===== src/kmp_pattern_occurrence_counter_core_macros.svh =====
// ---------------------------------------------------------------------------
// Assertion macros for the KMP occurrence counter
// Shared property wrappers, clocked on clk and disabled during rst.
// ---------------------------------------------------------------------------
`ifndef KMP_PATTERN_OCCURRENCE_COUNTER_CORE_MACROS_SVH
`define KMP_PATTERN_OCCURRENCE_COUNTER_CORE_MACROS_SVH

// condition holds at every edge
`define KMP_ASSERT_ALWAYS(lbl, expr, msg) \
  lbl: assert property (@(posedge clk) disable iff (rst) (expr)) else $error(msg);

// antecedent implies consequent in the same cycle
`define KMP_ASSERT_IMPL(lbl, ante, cons, msg) \
  lbl: assert property (@(posedge clk) disable iff (rst) (ante) |-> (cons)) else $error(msg);

// antecedent implies consequent in the next cycle
`define KMP_ASSERT_NEXT(lbl, ante, cons, msg) \
  lbl: assert property (@(posedge clk) disable iff (rst) (ante) |=> (cons)) else $error(msg);

`endif


===== src/kmp_pkg.sv =====
`timescale 1ns / 1ps
// ---------------------------------------------------------------------------
// kmp_pkg
// Types and constants shared by the KMP occurrence counter modules.
// ---------------------------------------------------------------------------
package kmp_pkg;

  localparam int MAX_PATTERN_DEF = 128;
  localparam int COUNT_WIDTH_DEF = 24;
  localparam int COUNT_WIDTH_MAX = 32;
  localparam int MATCH_COUNT_W   = 24;
  localparam int SIZE_W          = 8;
  localparam int QUEUE_DEPTH     = 2;   // power of two

  localparam logic [1:0] REQ_CLEAR   = 2'd0;
  localparam logic [1:0] REQ_PATTERN = 2'd1;
  localparam logic [1:0] REQ_TEXT    = 2'd2;
  localparam logic [1:0] REQ_END     = 2'd3;

  typedef struct packed {
    logic [1:0] req_type;
    logic [7:0] byte_value;
  } req_t;

  typedef struct packed {
    logic                     match_found;
    logic [MATCH_COUNT_W-1:0] match_count;
    logic [SIZE_W-1:0]        pattern_size;
    logic                     overflow_flag;
  } rsp_t;

  typedef enum logic [1:0] {
    OP_CLEAR,
    OP_PATTERN,
    OP_TEXT,
    OP_END
  } op_t;

  typedef struct packed {
    op_t        op;
    logic [7:0] data;
  } cmd_t;

  typedef enum logic {
    ST_IDLE,
    ST_WALK
  } eng_state_t;

endpackage


===== src/kmp_front.sv =====
`timescale 1ns / 1ps
// ---------------------------------------------------------------------------
// kmp_front
// Accepts request words, decodes them into commands and holds them in a
// short queue for the matching engine.
// ---------------------------------------------------------------------------
module kmp_front (
  input  logic          clk,
  input  logic          rst,
  input  logic          req_valid,
  output logic          req_ready,
  input  kmp_pkg::req_t req,
  output logic          cmd_valid,
  output kmp_pkg::cmd_t cmd,
  input  logic          pop
);

  localparam int QD = kmp_pkg::QUEUE_DEPTH;
  localparam int QW = (QD > 1) ? $clog2(QD) : 1;
  localparam int CW = $clog2(QD + 1);

  kmp_pkg::cmd_t entry [QD];
  logic [QW-1:0] wr_ptr;
  logic [QW-1:0] rd_ptr;
  logic [CW-1:0] fill;
  kmp_pkg::op_t  op_dec;
  logic          push;

  always_comb begin
    unique case (req.req_type)
      kmp_pkg::REQ_CLEAR:   op_dec = kmp_pkg::OP_CLEAR;
      kmp_pkg::REQ_PATTERN: op_dec = kmp_pkg::OP_PATTERN;
      kmp_pkg::REQ_TEXT:    op_dec = kmp_pkg::OP_TEXT;
      default:              op_dec = kmp_pkg::OP_END;
    endcase
  end

  assign req_ready = (fill != CW'(QD));
  assign push      = req_valid && req_ready;
  assign cmd_valid = (fill != '0);
  assign cmd       = entry[rd_ptr];

  always_ff @(posedge clk) begin
    if (push) begin
      entry[wr_ptr] <= '{op: op_dec, data: req.byte_value};
    end
  end

  always_ff @(posedge clk) begin
    if (rst) begin
      wr_ptr <= '0;
      rd_ptr <= '0;
      fill   <= '0;
    end else begin
      if (push) wr_ptr <= wr_ptr + QW'(1);
      if (pop)  rd_ptr <= rd_ptr + QW'(1);
      if (push && !pop)      fill <= fill + CW'(1);
      else if (!push && pop) fill <= fill - CW'(1);
    end
  end

endmodule


===== src/kmp_engine.sv =====
`timescale 1ns / 1ps
// ---------------------------------------------------------------------------
// kmp_engine
// Pattern store, failure table and the failure-link walker shared by
// pattern loading and text matching; drives the result register.
// ---------------------------------------------------------------------------
module kmp_engine #(
  parameter int MAX_PATTERN = kmp_pkg::MAX_PATTERN_DEF,
  parameter int COUNT_WIDTH = kmp_pkg::COUNT_WIDTH_DEF
) (
  input  logic          clk,
  input  logic          rst,
  input  logic          cmd_valid,
  input  kmp_pkg::cmd_t cmd,
  output logic          pop,
  output logic          rsp_valid,
  input  logic          rsp_ready,
  output kmp_pkg::rsp_t rsp
);

  localparam int AW    = $clog2(MAX_PATTERN);
  localparam int LW    = $clog2(MAX_PATTERN + 1);
  localparam int LWX   = kmp_pkg::SIZE_W + LW;
  localparam int CWMAX = kmp_pkg::COUNT_WIDTH_MAX;

  logic [7:0]    pat_mem  [MAX_PATTERN];
  logic [AW-1:0] fail_mem [MAX_PATTERN];
  logic [7:0]    pat_rd;
  logic [AW-1:0] fail_rd;
  logic [AW-1:0] rd_addr;
  logic          wr_en;
  logic [AW-1:0] wr_addr;
  logic [7:0]    wr_byte;
  logic [AW-1:0] wr_fail;

  kmp_pkg::eng_state_t state, state_next;
  logic [AW-1:0]          cur_j, cur_j_next;
  logic [7:0]             cur_byte, cur_byte_next;
  logic                   walk_text, walk_text_next;
  logic [LW-1:0]          len, len_next;
  logic [AW-1:0]          prefix, prefix_next;
  logic [AW-1:0]          match_pos, match_pos_next;
  logic [AW-1:0]          last_fail, last_fail_next;
  logic [COUNT_WIDTH-1:0] count, count_next;
  logic                   rsp_valid_next;
  logic                   load;
  kmp_pkg::rsp_t          res;

  logic                   mismatch;
  logic [LW-1:0]          step;
  logic [COUNT_WIDTH-1:0] count_sat;
  logic [CWMAX-1:0]       count_wide;
  logic [LWX-1:0]         len_wide;
  logic [LWX-1:0]         len_inc_wide;
  logic                   full;
  logic                   out_free;

  assign mismatch     = (pat_rd != cur_byte);
  assign step         = LW'(cur_j) + LW'(!mismatch);
  assign count_sat    = (&count) ? count : count + COUNT_WIDTH'(1);
  assign count_wide   = CWMAX'(count);
  assign len_wide     = LWX'(len);
  assign len_inc_wide = LWX'(len) + LWX'(1);
  assign full         = (len >= LW'(MAX_PATTERN));
  assign out_free     = !rsp_valid || rsp_ready;
  assign wr_addr      = len[AW-1:0];

  // both tables: one write and one registered read per cycle
  always_ff @(posedge clk) begin
    if (wr_en) begin
      pat_mem[wr_addr]  <= wr_byte;
      fail_mem[wr_addr] <= wr_fail;
    end
    pat_rd  <= pat_mem[rd_addr];
    fail_rd <= fail_mem[rd_addr - AW'(1)];
  end

  always_ff @(posedge clk) begin
    if (rst) begin
      state     <= kmp_pkg::ST_IDLE;
      len       <= '0;
      prefix    <= '0;
      match_pos <= '0;
      count     <= '0;
      rsp_valid <= 1'b0;
    end else begin
      state     <= state_next;
      len       <= len_next;
      prefix    <= prefix_next;
      match_pos <= match_pos_next;
      count     <= count_next;
      rsp_valid <= rsp_valid_next;
    end
  end

  always_ff @(posedge clk) begin
    cur_j     <= cur_j_next;
    cur_byte  <= cur_byte_next;
    walk_text <= walk_text_next;
    last_fail <= last_fail_next;
    if (load) rsp <= res;
  end

  always_comb begin
    state_next     = state;
    cur_j_next     = cur_j;
    cur_byte_next  = cur_byte;
    walk_text_next = walk_text;
    len_next       = len;
    prefix_next    = prefix;
    match_pos_next = match_pos;
    last_fail_next = last_fail;
    count_next     = count;
    rd_addr        = cur_j;
    wr_en          = 1'b0;
    wr_byte        = cur_byte;
    wr_fail        = '0;
    pop            = 1'b0;
    load           = 1'b0;
    res            = '0;
    res.match_count  = count_wide[kmp_pkg::MATCH_COUNT_W-1:0];
    res.pattern_size = len_wide[kmp_pkg::SIZE_W-1:0];

    unique case (state)
      kmp_pkg::ST_IDLE: begin
        // only take a command once the result register is sure to be free
        if (cmd_valid && out_free) begin
          pop           = 1'b1;
          cur_byte_next = cmd.data;
          unique case (cmd.op)
            kmp_pkg::OP_CLEAR: begin
              load             = 1'b1;
              len_next         = '0;
              prefix_next      = '0;
              match_pos_next   = '0;
              count_next       = '0;
              res.match_count  = '0;
              res.pattern_size = '0;
            end
            kmp_pkg::OP_PATTERN: begin
              if (full) begin
                load              = 1'b1;
                res.overflow_flag = 1'b1;
              end else if (len == '0) begin
                load             = 1'b1;
                wr_en            = 1'b1;
                wr_byte          = cmd.data;
                wr_fail          = '0;
                prefix_next      = '0;
                last_fail_next   = '0;
                len_next         = LW'(1);
                match_pos_next   = '0;
                res.pattern_size = len_inc_wide[kmp_pkg::SIZE_W-1:0];
              end else begin
                rd_addr        = prefix;
                cur_j_next     = prefix;
                walk_text_next = 1'b0;
                state_next     = kmp_pkg::ST_WALK;
              end
            end
            kmp_pkg::OP_TEXT: begin
              if (len == '0) begin
                load = 1'b1;
              end else begin
                rd_addr        = match_pos;
                cur_j_next     = match_pos;
                walk_text_next = 1'b1;
                state_next     = kmp_pkg::ST_WALK;
              end
            end
            kmp_pkg::OP_END: begin
              load           = 1'b1;
              match_pos_next = '0;
              count_next     = '0;
            end
            default: ;
          endcase
        end
      end

      kmp_pkg::ST_WALK: begin
        if (cur_j != '0 && mismatch) begin
          // follow one failure link; read data for it arrives next cycle
          cur_j_next = fail_rd;
          rd_addr    = fail_rd;
        end else begin
          load       = 1'b1;
          state_next = kmp_pkg::ST_IDLE;
          if (walk_text) begin
            if (step >= len) begin
              res.match_found = 1'b1;
              count_next      = count_sat;
              match_pos_next  = last_fail;
              res.match_count = CWMAX'(count_sat) >> 0 == '0 ? '0 :
                                kmp_pkg::MATCH_COUNT_W'(CWMAX'(count_sat));
            end else begin
              match_pos_next = step[AW-1:0];
            end
          end else begin
            wr_en            = 1'b1;
            wr_byte          = cur_byte;
            wr_fail          = step[AW-1:0];
            prefix_next      = step[AW-1:0];
            last_fail_next   = step[AW-1:0];
            len_next         = len + LW'(1);
            match_pos_next   = '0;
            res.pattern_size = len_inc_wide[kmp_pkg::SIZE_W-1:0];
          end
        end
      end

      default: state_next = kmp_pkg::ST_IDLE;
    endcase
  end

  always_comb begin
    if (load)           rsp_valid_next = 1'b1;
    else if (rsp_ready) rsp_valid_next = 1'b0;
    else                rsp_valid_next = rsp_valid;
  end

endmodule


===== src/kmp_pattern_occurrence_counter_core.sv =====
`timescale 1ns / 1ps
// ---------------------------------------------------------------------------
// kmp_pattern_occurrence_counter_core
// Knuth-Morris-Pratt occurrence counter: loads a byte pattern, builds its
// failure table as it arrives and counts overlapping matches in text.
// ---------------------------------------------------------------------------
// Every request word yields one response word. Requests pass through a
// two-word queue into the engine, which keeps the pattern and failure table
// in two single-port-read memories (no clearing pass after reset). Clear,
// end of text, a dropped pattern byte, the first pattern byte and a text
// byte on an empty pattern are answered from the idle state; any other
// pattern or text byte goes on to the walk state, which follows failure
// links one per cycle via the read port; over a stream these total at most
// the number of bytes. The engine starts a request only when the response
// register is empty or is being read in that cycle, so a waiting response
// stalls the engine while the queue still takes up to two more requests.
`include "kmp_pattern_occurrence_counter_core_macros.svh"

module kmp_pattern_occurrence_counter_core #(
  parameter int MAX_PATTERN = kmp_pkg::MAX_PATTERN_DEF,
  parameter int COUNT_WIDTH = kmp_pkg::COUNT_WIDTH_DEF
) (
  input  logic          clk,
  input  logic          rst,
  input  logic          req_valid,
  output logic          req_ready,
  input  kmp_pkg::req_t req,
  output logic          rsp_valid,
  input  logic          rsp_ready,
  output kmp_pkg::rsp_t rsp
);

  logic          cmd_valid;
  kmp_pkg::cmd_t cmd;
  logic          pop;
  logic          ovf_out;

  kmp_front u_front (
    .clk       (clk),
    .rst       (rst),
    .req_valid (req_valid),
    .req_ready (req_ready),
    .req       (req),
    .cmd_valid (cmd_valid),
    .cmd       (cmd),
    .pop       (pop)
  );

  kmp_engine #(
    .MAX_PATTERN (MAX_PATTERN),
    .COUNT_WIDTH (COUNT_WIDTH)
  ) u_engine (
    .clk       (clk),
    .rst       (rst),
    .cmd_valid (cmd_valid),
    .cmd       (cmd),
    .pop       (pop),
    .rsp_valid (rsp_valid),
    .rsp_ready (rsp_ready),
    .rsp       (rsp)
  );

  assign ovf_out = rsp_valid && rsp.overflow_flag;

  `KMP_ASSERT_IMPL(a_pop_has_cmd, pop, cmd_valid, "pop from empty queue")
  `KMP_ASSERT_IMPL(a_pop_out_free, pop, !rsp_valid || rsp_ready, "pop while result stalled")
  `KMP_ASSERT_IMPL(a_ovf_full, ovf_out, rsp.pattern_size == 8'(MAX_PATTERN), "drop below capacity")
  `KMP_ASSERT_ALWAYS(a_ovf_no_match, !(ovf_out && rsp.match_found), "drop with match")

endmodule


===== config.mk =====
export PLATFORM = sky130hd
export DESIGN_NAME = kmp_pattern_occurrence_counter_core
export DESIGN_NICKNAME = d
export VERILOG_FILES = /design/src/kmp_pkg.sv /design/src/kmp_front.sv /design/src/kmp_engine.sv /design/src/kmp_pattern_occurrence_counter_core.sv
export VERILOG_INCLUDE_DIRS = /design/src /design/src/src
export SDC_FILE = /design/constraint.sdc
export NUM_CORES = 2
export LEC_CHECK = 0
export ABC_CLOCK_PERIOD_IN_PS = 7200
export BUFFER_PORTS_ARGS = -buffer_cell sky130_fd_sc_hd__buf_4
export CAP_MARGIN = 20
export CORE_AREA = 2 2 336 504
export CTS_BUF_LIST = sky130_fd_sc_hd__clkbuf_4 sky130_fd_sc_hd__clkbuf_8
export CTS_CLUSTER_DIAMETER = 40
export DETAILED_ROUTE_END_ITERATION = 8
export DIE_AREA = 0 0 338 506
export PLACE_DENSITY = 0.68
export SYNTH_ARGS = -nofsm -noshare
export SYNTH_HDL_FRONTEND = slang
export SYNTH_SLANG_ARGS = --single-unit

===== constraint.sdc =====
create_clock -name clk -period 7.2 [get_ports clk]
set_input_delay 0.36 -clock clk [delete_from_list [all_inputs] [get_ports clk]]
set_output_delay 0.36 -clock clk [all_outputs]
set_load 0.01 [all_outputs]

=== After elaboration in Yosys (flattened, before gate mapping) ===
Memory sizes are Yosys's and may differ from the RTL's. A register that Yosys moved wholly into a read port is not among the register bits.
Index checks and enable logic that the tools add are counted.

* Add/sub/neg operators: 9
* Magnitude comparators: 2
* Equal/unequal tests: 23
* Multiplexer cells: 93
* Bitwise gates (word level): 4
* Reductions and logical operators: 29

{| class="wikitable"
|+ Operator list
! operator !! count
|-
| two-way mux 24 bit || 9
|-
| two-way mux 7 bit || 18
|-
| one-hot mux 7 bit (2 select lines) || 8
|-
| two-way mux 8 bit || 12
|-
| one-hot mux 32 bit (2 select lines) || 1
|-
| one-hot mux 8 bit (2 select lines) || 4
|-
| one-hot mux 24 bit (2 select lines) || 1
|-
| two-way mux 33 bit || 1
|-
| logical NOT 32 bit || 1
|-
| two-way mux 32 bit || 1
|-
| two-way mux 1 bit || 28
|-
| two-way mux 25 bit || 1
|-
| adder 24 x 1 -> 24 bit, second input constant || 1
|-
| AND reduction 24 bit || 1
|-
| != test 2 bit, second input constant || 11
|-
| AND reduction 6 bit || 3
|-
| adder 8 x 1 -> 8 bit, second input constant || 2
|-
| one-hot mux 1 bit (2 select lines) || 5
|-
| AND reduction 5 bit || 2
|-
| != test 3 bit, second input constant || 3
|-
| adder 7 x 1 -> 8 bit || 1
|-
| >= comparator 8 bit || 1
|-
| >= comparator 8 bit, second input constant || 1
|-
| logical NOT 8 bit || 1
|-
| other kinds (22) || 43
|}

* Register bits: 109
* RAM bits: 1940
* Input port bits: 14
* Output and inout port bits: 36
* Word-level logic and storage cells: 180
* Memories kept: 3

{| class="wikitable"
|+ Memory list
! name !! words !! bits a word !! read ports !! clocked after memory_dff !! wr ports !! RTL line !! source
|-
| u_engine.pat_mem || 128 || 8 || 1 || 1 || 1 || kmp_engine.sv:26 || <nowiki>logic [7:0] pat_mem [MAX_PATTERN];</nowiki>
|-
| u_engine.fail_mem || 128 || 7 || 1 || 1 || 1 || kmp_engine.sv:27 || <nowiki>logic [AW-1:0] fail_mem [MAX_PATTERN];</nowiki>
|-
| u_front.entry || 2 || 10 || 1 || 1 || 1 || kmp_front.sv:22 || <nowiki>kmp_pkg::cmd_t entry [QD];</nowiki>
|}

=== Depth between registers and ports, before layout ===
* Word-level depth: 8
* Depth in mapped cells: 23
* Depth with buffers taken out: 18

=== Modules after synthesis ===
A second synthesis with hierarchy kept.

* Cells, all modules: 6397
* Area total of the unflattened synthesis: 83453.8 µm²

{| class="wikitable"
|+ By module, submodules not included
! module !! instances !! cells an instance !! area each (µm²) !! sequential area each (µm²)
|-
| kmp_engine || 1 || 6340 || 82506.6 || 60558.1
|-
| kmp_front || 1 || 57 || 947.2 || 700.7
|}

=== Least setup slack after synthesis ===
No wires, ideal clock.

* Path kind: register to register
* From: register u_engine.cur_byte[2]
* To: memory u_engine.fail_mem[0][0] (netlist name), data pin
* Setup time: 0.797 ns
* Data arrival time: 4.643 ns
* Data required time: 6.403 ns
* Setup slack: 1.760 ns
* Stages on the path, launching flop included: 9
* Buffers on the path: 1
* Clock period less this slack: 5.440 ns
* Cells stage by stage: edfxtp_1 > xnor2_1 > nand4_1 > nor2_1 > o21bai_1 > and2_0 > clkbuf_1 > nand2_1 > nor2_1

* Word-level cells in the longest chain between the ends: 6
* Elaborated cells between the ends (all ways): 7
* Classes of those cells: 1 x add/sub; 1 x eq/ne; 3 x mux; 2 x reduce/logical

{| class="wikitable"
|+ RTL lines
! what !! RTL line !! source
|-
| start, declared || kmp_engine.sv:38 || <nowiki>logic [7:0] cur_byte, cur_byte_next;</nowiki>
|-
| start signal, assigned || kmp_engine.sv:98 || <nowiki>cur_byte <= cur_byte_next;</nowiki>
|-
| != test 8 bit * || kmp_engine.sv:58 || <nowiki>assign mismatch = (pat_rd != cur_byte);</nowiki>
|-
| logical NOT 1 bit || kmp_engine.sv:59 || <nowiki>assign step = LW'(cur_j) + LW'(!mismatch);</nowiki>
|-
| adder 7 x 1 -> 8 bit || kmp_engine.sv:59 ||
|-
| two-way mux 7 bit || kmp_engine.sv:189 || <nowiki>if (walk_text) begin</nowiki>
|-
| two-way mux 7 bit * || kmp_engine.sv:182 || <nowiki>if (cur_j != '0 && mismatch) begin</nowiki>
|-
| one-hot mux 7 bit (2 select lines) * || kmp_engine.sv:124 || <nowiki>unique case (state)</nowiki>
|-
| net u_engine.wr_fail[0] || kmp_engine.sv:34 || <nowiki>logic [AW-1:0] wr_fail;</nowiki>
|-
| end, declared || kmp_engine.sv:27 ||
|}

Mark *: on every way through the listed nets, which the timed path passes. The rest lies on a longest branch.

==> flow_summary.toml <==
[worst_setup_path]
r2r_cells = 16
crit_path_start_kind = "flip-flop"
cp_data_required_time_ns = 8.13
worstSetupPathType = "reg2reg"
end_kind = "flip-flop"
arrival_ns = 7.35
critical_path_peak_fanout = 61

[grt]
grt_overflow = 0
grt.total_usage_pct = 30.2
grt_most_used_layer = "met2"
use_met3_pct = 6.53
met2_usage_pct = 48.3
use_met1_pct = 35.9
antenna_found_initial = 13
grt_pass1_vias = 54712
grt_pass1_wl_um = 373000
grt_max_degree = 154

[final_layout]
drive_above_1_share_pct = 13.2
final_common_cell = "edfxtp_1"
synthToLayoutAreaGrowth_pct = 12.3
fin_nets = 6614
mostFrequentLayoutCells = "edfxtp_1 (1990), nand2_1 (1588), nand3_1 (540), buf_4 (332), clkbuf_8 (317)"

[timing]
min_period_ns = 6.42
rsz0062_at_grt = "false"
fin_setup_tns_ns = 0
period_share_pct = 89.2
max_freq_mhz = 156
worst_slew_pin_slew_ns = 1.38
final-setup-viol-count = 0
report.final.slew_viol_count = 0
hold_violations = 0
finalClockSkew_ns = 0.0820
slew-limit-headroom_pct = 7.89

[yosys]
ys_types = 81
synth_edf_count = 1990
synth_area_sq_um = 82800
synth_top_cell_by_area = "edfxtp_1"
syn_nets = 6351
synth.area.top_cells = "edfxtp_1 (72%), nand2_1 (7.2%), nand3_1 (3.3%), dfxtp_1 (1.8%), and3_1 (1.4%)"
synth.avg_cell_area_sq_um = 13.1
synth_top_family_by_area = "simple AND/OR/NAND/NOR gates"
yosysSeqAreaShare_pct = 74.0
synthSimpleGateAreaFrac_pct = 14.2
synth_ff_type = "edfxtp_1"
synth_fa_ha_area_share_pct = 0.272
synth-async-reset-ratio_pct = 0
yosysWarnings = 0
synth_compound_area_share_pct = 7.47
synth_top_area_share_pct = 72.2
synth-xor-area-share_pct = 0.358
synth_seq_cells = 2065
synthMuxAreaShare_pct = 1.56
synth_cells = 6319

[worst_hold_path]
hp-class = "in2reg"
min_path_cells = 2

[drt]
drc = 0
wl_um = 261000
final_antenna_net_count = 0
wl_per_cell_um = 28.9
first_pass_iters = 6
vias_per_cell = 6.27
first_iter_violations = 7856
vias = 56591

[die]
top_level_ports = 50
initial_utilization_pct = 49.6
fp.dieW_um = 338
placementRows = 184
die_area_sq_um = 171000
core_sq_um = 167000
die-height_um = 506

[clocking]
h-tree-depth = 5
cts_root_buffer = "clkbuf_8"
cts.sinks = 2065
cts_buffers = 303
cts_tree = "done"
cts_resized = 0
clkSlewWorstSetupHoldPaths_ns = 0.07
clock_path_buffers = 4
insertion_delay_ns = 1.07

[run_status]
status = "complete, no violations"

[placement]
place.gp.congestion = 1.03
portBuffers = 49
hpwl_um = 158000

[power]
p_per_area_nw_per_um2 = 410
p_leak_uw = 0.0320
finalPower_uw = 38200
ir_drop_mv = 0.637

[job]
maxCapViolations = 0
-- final timing paths --
check                             end               start  slack, ns
setup / recovery  u_engine.fail_rd[1]           flip-flop       0.78
hold / removal    u_front.entry[0][7]              req[7]       0.08
setup reg to reg  u_engine.fail_rd[1]           flip-flop       0.78
hold reg to reg    u_engine.prefix[5]  u_engine.prefix[5]       0.47
-- registers in the layout (all words and copies together), names as in the netlist, 8 cells and up, named ones only --
| signal | flops |
|---|---|
| u_engine.pat_mem | 1024 |
| u_engine.fail_mem | 896 |
| u_engine.rsp | 34 |
| u_engine.count | 24 |
| u_front.entry | 20 |
| u_engine.cur_byte | 8 |
| u_engine.len | 8 |
| u_engine.pat_rd | 8 |
-- cell families after synthesis --
logic type | count (synthesis)
and+or+nand+nor | 2731
DFF | 2065
AOI/OAI and AO/OA | 916
buffers and inverters | 441
muxes | 115
xor gates and xnor gates | 33
adders and majority gates | 18
-- synth_stat cells, types with 8 or more instances --
cell and n:
a311oi_1 124, edfxtp_1 1990, o211ai_1 23, buf_2 66
nor2_1 236, nor2b_1 9, a22oi_1 41, nand3_1 540
a21oi_1 205, o22ai_1 87, or3_1 9, buf_1 81
mux2_2 33, nand2_1 1588, clkbuf_1 261, dfxtp_1 75
and3_1 179, and2_1 14, o221ai_1 20, a21o_1 10
a221oi_1 29, inv_1 24, a31oi_1 121, mux4_2 8
nor4_1 20, nor3_1 94, a221o_1 13, o21ai_0 126
mux2i_1 73, xnor2_1 26, a211oi_1 27, nand4_1 15
a32oi_1 15, ha_1 18
-- final cells by class --
class                      instances  area, sq um
fill                           13332        73900
sequential                      2065        61300
multi-input combinational       3813        20000
clock buffer                     397         4960
timing repair buffer             369         3050
tap                             2232         2790
clock inverter                   118          788
inverter                          30          135
antenna                            4         10.0
-- where the power goes --
group / leakage [uW] / switching, uW / internal [uW] / total (uW)
clock network: 0.00303 / 4380 / 4820 / 9200
registers: 0.0190 / 172 / 14400 / 14600
logic: 0.00998 / 10600 / 3840 / 14400
total: 0.0320 / 15100 / 23000 / 38200
-- worst max-delay path, stage by stage (launching register included) --
cell and delay [ns]:
dfxtp_1 0.61, mux2i_1 0.42, inv_1 0.08, ha_1 0.31
nor2b_1 0.26, a22o_1 0.22, a221o_1 0.38, a211oi_4 0.66
buf_4 0.78, a21oi_1 0.22, or2_1 0.28, buf_4 0.24
mux2i_1 0.82, o32ai_1 0.23, a21o_1 0.22, a31o_1 0.23
nor4_1 0.29
-- metal layers --
| metal | part of all wire [%] | vias up |
|---|---|---|
| li1 | - | 24149 |
| met1 | 34 | 27926 |
| met2 | 47 | 3606 |
| met3 | 9.9 | 898 |
| met4 | 8.8 | 12 |
| met5 | 0.031 | - |
-- repair_timing --
action,CTS,global route
hold buffers,15,0
hold endpoints to repair,93,0
buffers inserted,0,0
setup endpoints to repair,0,0
-- stage by stage --
| stage | worst slack (ns) | instances | hold WS (ns) | util (%) | instance area, sq um |
|---|---|---|---|---|---|
| global route | 0.591 | 9026 | 0.0566 | 55.7 | 93000 |
| detailed placement | 1.18 | 8489 | 0.458 | 52.1 | 87000 |
| floorplan | 1.76 | 6319 | 0.432 | - | 82800 |
| CTS | 1.02 | 9019 | 0.0224 | 55.7 | 92900 |
| global placement | 1.22 | 8486 | 0.457 | 52.1 | 87000 |
| finish | 0.781 | 9028 | 0.0770 | 55.7 | 93000 |
Power figures use the tool's default switching activity.
